## config.mk

```make
export PLATFORM = sky130hd
export DESIGN_NAME = utf16_to_utf8_transcoder_top
export DESIGN_NICKNAME = d
export VERILOG_FILES = /design/src/rtl/core/utt_pkg.sv /design/src/rtl/core/utt_front.sv /design/src/rtl/core/utt_cmd_fifo.sv /design/src/rtl/core/utt_back.sv /design/src/rtl/core/utf16_to_utf8_transcoder_top.sv
export SDC_FILE = /design/constraint.sdc
export NUM_CORES = 1
export LEC_CHECK = 0
export ABC_CLOCK_PERIOD_IN_PS = 27100
export BUFFER_PORTS_ARGS = -buffer_cell sky130_fd_sc_hd__buf_2
export CORE_UTILIZATION = 60
export DETAILED_ROUTE_END_ITERATION = 10
export GPL_TIMING_DRIVEN = 0
export HOLD_SLACK_MARGIN = 0.15
export PLACE_DENSITY_LB_ADDON = 0.3
export SYNTH_ARGS = -nofsm -noshare
export SYNTH_HDL_FRONTEND = slang
export SYNTH_SLANG_ARGS = --single-unit
```

## constraint.sdc

```tcl
create_clock -name clock -period 27.1 [get_ports clock]
set_clock_uncertainty 0.15 [all_clocks]
set_input_delay 2.71 -clock clock [delete_from_list [all_inputs] [get_ports clock]]
set_output_delay 2.71 -clock clock [all_outputs]
set_load 0.01 [all_outputs]
```

## src/rtl/core/utt_pkg.sv

```systemverilog
package utt_pkg;

   localparam int MAX_TEXT_BYTES = 1024;

   localparam int CAP_W       = 11;
   localparam int CSR_ADDR_W  = 3;
   localparam int CSR_DATA_W  = 32;
   localparam int CMD_DEPTH   = 4;
   localparam int CMD_PTR_W   = $clog2(CMD_DEPTH);
   localparam int CMD_CNT_W   = $clog2(CMD_DEPTH + 1);

   localparam logic [CSR_ADDR_W-1:0] CSR_CAPACITY_ADDR = 3'd0;
   localparam logic [CAP_W-1:0]      CAPACITY_RESET    = 11'd1024;

   localparam logic [5:0]  HIGH_SURR_TAG = 6'b110110;
   localparam logic [5:0]  LOW_SURR_TAG  = 6'b110111;
   localparam logic [20:0] SUPP_BASE     = 21'h10000;
   localparam logic [20:0] REPLACEMENT   = 21'h00fffd;

   typedef struct packed {
      logic [20:0]      cp1;
      logic [2:0]       len1;
      logic [15:0]      cp2;
      logic [2:0]       len2;
      logic             fin;
      logic [CAP_W-1:0] length;
   } cmd_type;

   function automatic logic [2:0] utf8_len(input logic [20:0] cp);
      logic [2:0] len;
      if (cp <= 21'h7f) begin
         len = 3'd1;
      end else if (cp <= 21'h7ff) begin
         len = 3'd2;
      end else if (cp <= 21'hffff) begin
         len = 3'd3;
      end else begin
         len = 3'd4;
      end
      return len;
   endfunction

   function automatic logic [7:0] utf8_byte(input logic [20:0] cp, input logic [2:0] len,
                                            input logic [1:0] idx);
      logic [7:0] b;
      b = 8'h00;
      case (len)
         3'd1: b = cp[7:0];
         3'd2: b = (idx == 2'd0) ? {3'b110, cp[10:6]} : {2'b10, cp[5:0]};
         3'd3: begin
            case (idx)
               2'd0:    b = {4'b1110, cp[15:12]};
               2'd1:    b = {2'b10, cp[11:6]};
               default: b = {2'b10, cp[5:0]};
            endcase
         end
         3'd4: begin
            case (idx)
               2'd0:    b = {5'b11110, cp[20:18]};
               2'd1:    b = {2'b10, cp[17:12]};
               2'd2:    b = {2'b10, cp[11:6]};
               default: b = {2'b10, cp[5:0]};
            endcase
         end
         default: b = 8'h00;
      endcase
      return b;
   endfunction

endpackage

```

## src/rtl/core/utt_front.sv

```systemverilog
module utt_front (
   input  logic                      clock,
   input  logic                      reset,
   input  logic [utt_pkg::CAP_W-1:0] capacity,
   input  logic                      accept,
   input  logic [15:0]               code_unit,
   input  logic                      final_unit,
   output logic                      cmd_wr_en,
   output utt_pkg::cmd_type          cmd_wr_data
);
   import utt_pkg::*;

   logic             high_pending_ff, high_pending_in;
   logic [9:0]       high_bits_ff, high_bits_in;
   logic [CAP_W-1:0] bytes_written_ff, bytes_written_in;
   logic             stopped_ff, stopped_in;

   logic             is_high, is_low, fresh;
   logic             has1, has2;
   logic [20:0]      cp1;
   logic [15:0]      cp2;
   logic [2:0]       len1, len2;
   logic [CAP_W-1:0] cap_eff;
   logic [CAP_W:0]   sum1, sum2;
   logic             emit1, emit2, stop1, stop2;
   logic [CAP_W-1:0] bw1, bw2;

   always_comb begin
      is_high = (code_unit[15:10] == HIGH_SURR_TAG);
      is_low  = (code_unit[15:10] == LOW_SURR_TAG);
      fresh   = !(high_pending_ff && is_low);
      cap_eff = (capacity > CAP_W'(MAX_TEXT_BYTES)) ? CAP_W'(MAX_TEXT_BYTES) : capacity;

      has1 = high_pending_ff;
      cp1  = is_low ? (SUPP_BASE + {11'd0, high_bits_ff[9:0]} * 21'd1024
                       + {11'd0, code_unit[9:0]})
                    : REPLACEMENT;
      len1 = is_low ? 3'd4 : 3'd3;

      has2 = fresh && !(is_high && !final_unit);
      cp2  = (is_high || is_low) ? REPLACEMENT[15:0] : code_unit;
      len2 = utf8_len({5'd0, cp2});

      sum1  = {1'b0, bytes_written_ff} + {{(CAP_W-2){1'b0}}, len1};
      emit1 = has1 && !stopped_ff && (sum1 <= {1'b0, cap_eff});
      stop1 = stopped_ff || (has1 && (sum1 > {1'b0, cap_eff}));
      bw1   = emit1 ? sum1[CAP_W-1:0] : bytes_written_ff;

      sum2  = {1'b0, bw1} + {{(CAP_W-2){1'b0}}, len2};
      emit2 = has2 && !stop1 && (sum2 <= {1'b0, cap_eff});
      stop2 = stop1 || (has2 && (sum2 > {1'b0, cap_eff}));
      bw2   = emit2 ? sum2[CAP_W-1:0] : bw1;

      cmd_wr_en          = accept && (emit1 || emit2 || final_unit);
      cmd_wr_data.cp1    = cp1;
      cmd_wr_data.len1   = emit1 ? len1 : 3'd0;
      cmd_wr_data.cp2    = cp2;
      cmd_wr_data.len2   = emit2 ? len2 : 3'd0;
      cmd_wr_data.fin    = final_unit;
      cmd_wr_data.length = bw2;

      high_pending_in  = high_pending_ff;
      high_bits_in     = high_bits_ff;
      bytes_written_in = bytes_written_ff;
      stopped_in       = stopped_ff;
      if (accept) begin
         if (final_unit) begin
            high_pending_in  = 1'b0;
            high_bits_in     = 10'd0;
            bytes_written_in = '0;
            stopped_in       = 1'b0;
         end else begin
            high_pending_in  = fresh && is_high;
            high_bits_in     = (fresh && is_high) ? code_unit[9:0] : 10'd0;
            bytes_written_in = bw2;
            stopped_in       = stop2;
         end
      end
   end

   always_ff @(posedge clock) begin
      if (reset) begin
         high_pending_ff  <= 1'b0;
         high_bits_ff     <= 10'd0;
         bytes_written_ff <= '0;
         stopped_ff       <= 1'b0;
      end else begin
         high_pending_ff  <= high_pending_in;
         high_bits_ff     <= high_bits_in;
         bytes_written_ff <= bytes_written_in;
         stopped_ff       <= stopped_in;
      end
   end

endmodule

```

## src/rtl/core/utt_cmd_fifo.sv

```systemverilog
module utt_cmd_fifo (
   input  logic             clock,
   input  logic             reset,
   input  logic             wr_en,
   input  utt_pkg::cmd_type wr_data,
   input  logic             rd_en,
   output utt_pkg::cmd_type rd_data,
   output logic             full,
   output logic             empty
);
   import utt_pkg::*;

   cmd_type              slot_ff [CMD_DEPTH];
   logic [CMD_PTR_W-1:0] wr_ptr_ff, rd_ptr_ff;
   logic [CMD_CNT_W-1:0] count_ff;
   logic                 do_wr, do_rd;

   assign full    = (count_ff == CMD_CNT_W'(CMD_DEPTH));
   assign empty   = (count_ff == '0);
   assign do_wr   = wr_en && !full;
   assign do_rd   = rd_en && !empty;
   assign rd_data = slot_ff[rd_ptr_ff];

   always_ff @(posedge clock) begin
      if (do_wr) begin
         slot_ff[wr_ptr_ff] <= wr_data;
      end
   end

   always_ff @(posedge clock) begin
      if (reset) begin
         wr_ptr_ff <= '0;
         rd_ptr_ff <= '0;
         count_ff  <= '0;
      end else begin
         if (do_wr) begin
            wr_ptr_ff <= wr_ptr_ff + 1'b1;
         end
         if (do_rd) begin
            rd_ptr_ff <= rd_ptr_ff + 1'b1;
         end
         if (do_wr && !do_rd) begin
            count_ff <= count_ff + 1'b1;
         end else if (do_rd && !do_wr) begin
            count_ff <= count_ff - 1'b1;
         end
      end
   end

endmodule

```

## src/rtl/core/utt_back.sv

```systemverilog
module utt_back (
   input  logic                      clock,
   input  logic                      reset,
   input  utt_pkg::cmd_type          cmd_data,
   input  logic                      cmd_empty,
   output logic                      cmd_rd_en,
   input  logic                      pop,
   output logic                      empty,
   output logic [7:0]                out_byte,
   output logic                      end_marker,
   output logic [utt_pkg::CAP_W-1:0] byte_count,
   output logic                      run_last
);
   import utt_pkg::*;

   typedef enum logic [1:0] {
      SEG_FIRST,
      SEG_SECOND,
      SEG_MARK
   } seg_type;

   cmd_type          cur_ff;
   logic             busy_ff;
   seg_type          seg_ff, seg_next, seg_start;
   logic [1:0]       idx_ff;
   logic             out_valid_ff;
   logic [7:0]       out_byte_ff;
   logic             end_marker_ff;
   logic [CAP_W-1:0] byte_count_ff;
   logic             run_last_ff;

   logic [2:0]       seg_len;
   logic [7:0]       byte_cur;
   logic             seg_end, item_last, advance, load;

   always_comb begin
      seg_len  = (seg_ff == SEG_FIRST) ? cur_ff.len1 : cur_ff.len2;
      byte_cur = 8'h00;
      case (seg_ff)
         SEG_FIRST:  byte_cur = utf8_byte(cur_ff.cp1, cur_ff.len1, idx_ff);
         SEG_SECOND: byte_cur = utf8_byte({5'd0, cur_ff.cp2}, cur_ff.len2, idx_ff);
         default:    byte_cur = 8'h00;
      endcase
      seg_end = (seg_ff == SEG_MARK) || (({1'b0, idx_ff} + 3'd1) == seg_len);

      item_last = 1'b0;
      seg_next  = SEG_MARK;
      case (seg_ff)
         SEG_FIRST: begin
            if (cur_ff.len2 != 3'd0) begin
               seg_next = SEG_SECOND;
            end else begin
               seg_next  = SEG_MARK;
               item_last = !cur_ff.fin;
            end
         end
         SEG_SECOND: begin
            seg_next  = SEG_MARK;
            item_last = !cur_ff.fin;
         end
         default: begin
            seg_next  = SEG_MARK;
            item_last = 1'b1;
         end
      endcase
      item_last = item_last && seg_end;

      if (cmd_data.len1 != 3'd0) begin
         seg_start = SEG_FIRST;
      end else if (cmd_data.len2 != 3'd0) begin
         seg_start = SEG_SECOND;
      end else begin
         seg_start = SEG_MARK;
      end

      advance   = busy_ff && (!out_valid_ff || pop);
      load      = (!busy_ff || (advance && item_last)) && !cmd_empty;
      cmd_rd_en = load;
   end

   always_ff @(posedge clock) begin
      if (reset) begin
         busy_ff      <= 1'b0;
         out_valid_ff <= 1'b0;
         seg_ff       <= SEG_FIRST;
         idx_ff       <= 2'd0;
      end else begin
         if (advance) begin
            out_valid_ff  <= 1'b1;
            out_byte_ff   <= byte_cur;
            end_marker_ff <= (seg_ff == SEG_MARK);
            byte_count_ff <= (seg_ff == SEG_MARK) ? cur_ff.length : '0;
            run_last_ff   <= item_last;
         end else if (pop) begin
            out_valid_ff <= 1'b0;
         end
         if (load) begin
            cur_ff  <= cmd_data;
            busy_ff <= 1'b1;
            seg_ff  <= seg_start;
            idx_ff  <= 2'd0;
         end else if (advance) begin
            if (item_last) begin
               busy_ff <= 1'b0;
            end else if (seg_end) begin
               seg_ff <= seg_next;
               idx_ff <= 2'd0;
            end else begin
               idx_ff <= idx_ff + 2'd1;
            end
         end
      end
   end

   assign empty      = !out_valid_ff;
   assign out_byte   = out_byte_ff;
   assign end_marker = end_marker_ff;
   assign byte_count = byte_count_ff;
   assign run_last   = run_last_ff;

   a_marker_ends_run: assert property (@(posedge clock) disable iff (reset)
      out_valid_ff && end_marker_ff |-> run_last_ff)
      else $error("end marker without run_last");

   a_marker_zero_byte: assert property (@(posedge clock) disable iff (reset)
      out_valid_ff && end_marker_ff |-> out_byte_ff == 8'h00)
      else $error("end marker carries a byte");

   a_byte_no_length: assert property (@(posedge clock) disable iff (reset)
      out_valid_ff && !end_marker_ff |-> byte_count_ff == '0)
      else $error("byte result carries a length");

   a_no_read_when_empty: assert property (@(posedge clock) disable iff (reset)
      cmd_rd_en |-> !cmd_empty)
      else $error("command read from empty queue");

endmodule

```

## src/rtl/core/utf16_to_utf8_transcoder_top.sv

```systemverilog
// Channel   | Ports                                          | Handshake
// ----------+------------------------------------------------+---------------------------
// request   | req_code_unit, req_final_unit                  | push / full
// result    | rsp_out_byte, rsp_end_marker, rsp_byte_count,  | empty / pop
//           | rsp_run_last                                   |
// csr       | paddr, pwdata, prdata (capacity_bytes at 0)    | psel, penable, pwrite, pready
//
// One request is taken per cycle while the command queue has room; pairing and the
// capacity check finish in that cycle. The back end emits one result per cycle while
// results are popped; a request gives one result per byte, 1 to 6 bytes, plus the end
// marker on the last unit. Requests that emit nothing write no command and give no
// result. A stalled pop fills the four-entry command queue, then full rises.
// Synchronous reset clears string state, queue and result register; capacity returns to 1024.
module utf16_to_utf8_transcoder_top (
   input  logic                                clock,
   input  logic                                reset,
   input  logic                                push,
   output logic                                full,
   input  logic [15:0]                         req_code_unit,
   input  logic                                req_final_unit,
   output logic                                empty,
   input  logic                                pop,
   output logic [7:0]                          rsp_out_byte,
   output logic                                rsp_end_marker,
   output logic [utt_pkg::CAP_W-1:0]           rsp_byte_count,
   output logic                                rsp_run_last,
   input  logic                                psel,
   input  logic                                penable,
   input  logic                                pwrite,
   input  logic [utt_pkg::CSR_ADDR_W-1:0]      paddr,
   input  logic [utt_pkg::CSR_DATA_W-1:0]      pwdata,
   output logic [utt_pkg::CSR_DATA_W-1:0]      prdata,
   output logic                                pready
);
   import utt_pkg::*;

   logic [CAP_W-1:0] capacity_ff;
   logic             cap_sel;
   logic             accept;
   logic             cmd_wr_en, cmd_rd_en, cmd_full, cmd_empty;
   cmd_type          cmd_wr_data, cmd_rd_data;

   assign pready  = 1'b1;
   assign cap_sel = (paddr[CSR_ADDR_W-1:2] == CSR_CAPACITY_ADDR[CSR_ADDR_W-1:2]);
   assign prdata  = cap_sel ? {{(CSR_DATA_W-CAP_W){1'b0}}, capacity_ff} : '0;

   always_ff @(posedge clock) begin
      if (reset) begin
         capacity_ff <= CAPACITY_RESET;
      end else if (psel && penable && pwrite && pready && cap_sel) begin
         capacity_ff <= pwdata[CAP_W-1:0];
      end
   end

   assign full   = cmd_full;
   assign accept = push && !cmd_full;

   utt_front u_front (
      .clock       (clock),
      .reset       (reset),
      .capacity    (capacity_ff),
      .accept      (accept),
      .code_unit   (req_code_unit),
      .final_unit  (req_final_unit),
      .cmd_wr_en   (cmd_wr_en),
      .cmd_wr_data (cmd_wr_data)
   );

   utt_cmd_fifo u_cmd_fifo (
      .clock   (clock),
      .reset   (reset),
      .wr_en   (cmd_wr_en),
      .wr_data (cmd_wr_data),
      .rd_en   (cmd_rd_en),
      .rd_data (cmd_rd_data),
      .full    (cmd_full),
      .empty   (cmd_empty)
   );

   utt_back u_back (
      .clock      (clock),
      .reset      (reset),
      .cmd_data   (cmd_rd_data),
      .cmd_empty  (cmd_empty),
      .cmd_rd_en  (cmd_rd_en),
      .pop        (pop),
      .empty      (empty),
      .out_byte   (rsp_out_byte),
      .end_marker (rsp_end_marker),
      .byte_count (rsp_byte_count),
      .run_last   (rsp_run_last)
   );

endmodule
```

==> impl_results.md <==
- Status: complete, no violations
- Setup bufs post-CTS: 0
- # rows: 57
- CTS resizes: 0
- Hold Buf Count CTS: 0
- Clock Sinks: 335
- Tightest slew margin relative to the limit: 17.2%
- Leakage: 5.86 nW
- Core ar.: 24400 um^2
- Ys flop type: edfxtp_1
- GR Overflow Total: 0
- Yosys cell types: 70
- Synthesized area per cell: 14.1 um^2
- Layout Nets: 1288
- Largest family of logic cells by synthesized area: simple AND/OR/NAND/NOR gates
- CTS max path bufs: 3
- DP HPWL: 21400 um
- CTS tree: done
- Cell-internal power: 1.04 mW
- Die W: 160 um
- Global-route wire length before repair: 48800 um
- Cell mode on critical path: ha_1
- Largest area contributor in the netlist: edfxtp_1
- Pin count of the biggest net entering global routing: 54
- Via density per instance: 5.98
- Crit path required time: 27370 ps
- Post-synth ARST share: 0%
- Synthesized area: 14900 um^2
- Flop pwr share: 46.9%
- Number of global-route vias before repair: 8816
- Post-detailed-routing wire length: 31600 um
- HP Class: reg2reg
- 1st-pass router iterations: 5
- Synth top area cells: edfxtp_1, mux4_2, dfxtp_1
- Slowest-stage cell, CP: o21ai_0
- Synth Area in Simple Gates: 9.95%
- Final Core Density: 69.6%
- Antenna viol nets, final: 0
- Unrepaired setup endpoints after global routing: false
- CP endpoint kind: flop
- IO Pins: 115
- Worst setup path category: in2reg
- Critical path fanouts, max: 10
- Share of the synthesized area in the top cell type: 57.5%
- Crit-path max cell delay: 540 ps
- Gate count after technology mapping: 1057
- Total Power: 1.44 mW
- Initial antenna violation count: 2
- Final non-filler cell total: 1535
- Switching part of the total: 27.3%
- Comb power frac: 20.5%
- Root Buffer: clkbuf_16
- Remaining DRCs: 0
- Htree depth: 2
- Initial DRC count: 749
- Placed instance count: 1473
- Final Setup Violations: 0
- Gp weighted congestion: 0.883
- Power density over cell area: 84.5 nW/um^2
- Seq/Total Area, Yosys: 64.0%
- Setup TNS: 0 ps
- Xor/xnor share of the synthesized area: 2.58%
- Share of layout cells above drive strength 1: 20.1%
- Share of synthesized area spent on multiplexers: 8.63%
- IR drop worst, VDD: 0.0772 mV
- Clock Latency Late Sink: 510 ps
- NetSw: 0.391 mW
- Hold Violations, Final: 0
- Adder-cell share of the synthesized area: 3.83%
- Synthesized flop and latch total: 335
- Crit path launch type: input port
- Compound-cell area share of the yosys netlist: 7.74%
- Worst Path Arrival: 13120 ps
- Routed len/inst: 20.6 um
- Area Overhead vs Synth: 13.6%
- Clock buffer count from CTS: 34
- Initial Utilization: 61.3%
- Die area: 25500 um^2
- Clock-pin slew on the worst setup and hold paths: 60 ps
- Vias: 9186
- Die Height: 160 um
- Setup WS post-layout: 14260 ps
- Synth warn: 0
- DP Worst Slack: 13880 ps
- Period Utilization, post-route: 47.4%
- Post-synth EDFFs: 286
- Clock network fraction of total power: 32.6%
- Slew Viols, Final: 0
- FMAX: 77.9 MHz
- Slew @ Worst Pin: 1230 ps
- IO buf count: 69
- Fin crit period: 12840 ps
- Total track usage: 25.2%
- Max-cap check violation count: 0
worst paths after layout:
check                         startpoint                endpoint  slack (ps)  cells past startpoint
max                    req_code_unit[12]  u_cmd_fifo.count_ff[2]       14260                     43
min reg2reg               capacity_ff[8]          capacity_ff[8]         320                      2
max reg2reg  u_front.bytes_written_ff[0]  u_cmd_fifo.count_ff[2]       17250                     38
min                       capacity_ff[8]          capacity_ff[8]         320                      2
worst max-delay path: cells and delay by family:
family,cells,cell delay (ps)
and+or+nand+nor,14,2750
AOI/OAI and AO/OA,13,4080
adders and majority gates,7,1950
xor gates and xnor gates,3,590
buffers and inverters,6,1010
cell families (layout without fill, tap and decap cells):
| family | count (synthesis) | count (layout) |
|---|---|---|
| adders and majority gates | 44 | 44 |
| other | 2 | 23 |
| buffers and inverters | 102 | 235 |
| xor gates and xnor gates | 44 | 44 |
| muxes | 62 | 62 |
| and+or+nand+nor | 301 | 301 |
| AOI/OAI and AO/OA | 167 | 167 |
| DFF | 335 | 335 |
final cells by class:
class	instances	area, um^2
Inverter	29	109
Sequential cell	335	9570
Buffer	73	368
Multi-Input combinational cell	640	5000
Tap cell	324	405
Antenna cell	1	2.50
Clock inverter	17	150
Fill cell	1668	7400
Clock buffer	44	982
Timing Repair Buffer	72	404
power by group through the flow:
| stage | Sequential (mW) | Combinational, mW | Clock (mW) |
|---|---|---|---|
| 6_report | 0.673 | 0.294 | 0.468 |
| 5_1_grt | 0.677 | 0.320 | 0.494 |
| 2_1_floorplan | 0.674 | 0.208 | 0 |
| 3_3_place_gp | 0.684 | 0.274 | 0 |
| 4_1_cts | 0.672 | 0.295 | 0.474 |
| 3_5_place_dp | 0.682 | 0.292 | 0 |
per-stage QoR:
step                hold WS, ps  instance area (um^2)
floorplan                   290                 15000
global placement            305                 15800
detailed placement          316                 15900
CTS                         324                 17000
global route                345                 17000
finish                      319                 17000
synth_stat cells (20+ instances only):
library cell,instances
edfxtp_1,286
nand2_1,93
nor2_1,70
mux4_2,53
dfxtp_1,49
a21oi_1,46
ha_1,41
clkbuf_1,37
inv_1,29
o21ai_0,29
xnor2_1,26
a22oi_1,23
buf_4,23
and2_1,21
or3_1,20
flip-flops by register name, summed over array words and instances, names as in the netlist, 2 cells and up, named ones only:
| register | cells |
|---|---|
| u_cmd_fifo.slot_ff | 212 |
| u_back.cur_ff | 53 |
| capacity_ff | 11 |
| u_back.byte_count | 11 |
| u_front.bytes_written_ff | 11 |
| u_front.high_bits_ff | 10 |
| u_back.out_byte | 8 |
| u_cmd_fifo.count_ff | 3 |
| u_back.idx_ff | 2 |
| u_back.seg_ff | 2 |
| u_cmd_fifo.rd_ptr_ff | 2 |
| u_cmd_fifo.wr_ptr_ff | 2 |
layout by cell type (no fill, tap or decap), types with 18 or more instances in the layout:
| master | instances |
|---|---|
| nand2_1 | 93 |
| or3_1 | 20 |
| xnor2_1 | 26 |
| o21ai_0 | 29 |
| ha_1 | 41 |
| xor2_1 | 18 |
| inv_1 | 29 |
| clkbuf_1 | 41 |
| a21oi_1 | 46 |
| edfxtp_1 | 286 |
| mux4_2 | 53 |
| buf_4 | 23 |
| nor2b_1 | 18 |
| conb_1 | 22 |
| clkbuf_16 | 37 |
| buf_2 | 75 |
| a22oi_1 | 23 |
| dfxtp_1 | 49 |
| nor2_1 | 68 |
metal layers:
layer	track usage (%)	up-vias	wire [um]
li1	-	4231	-
met1	35.8	4473	13800
met2	39.8	413	14500
met3	4.65	67	2560
met4	8.18	2	779
met5	0	-	13
(Power assumes the default switching activity.)
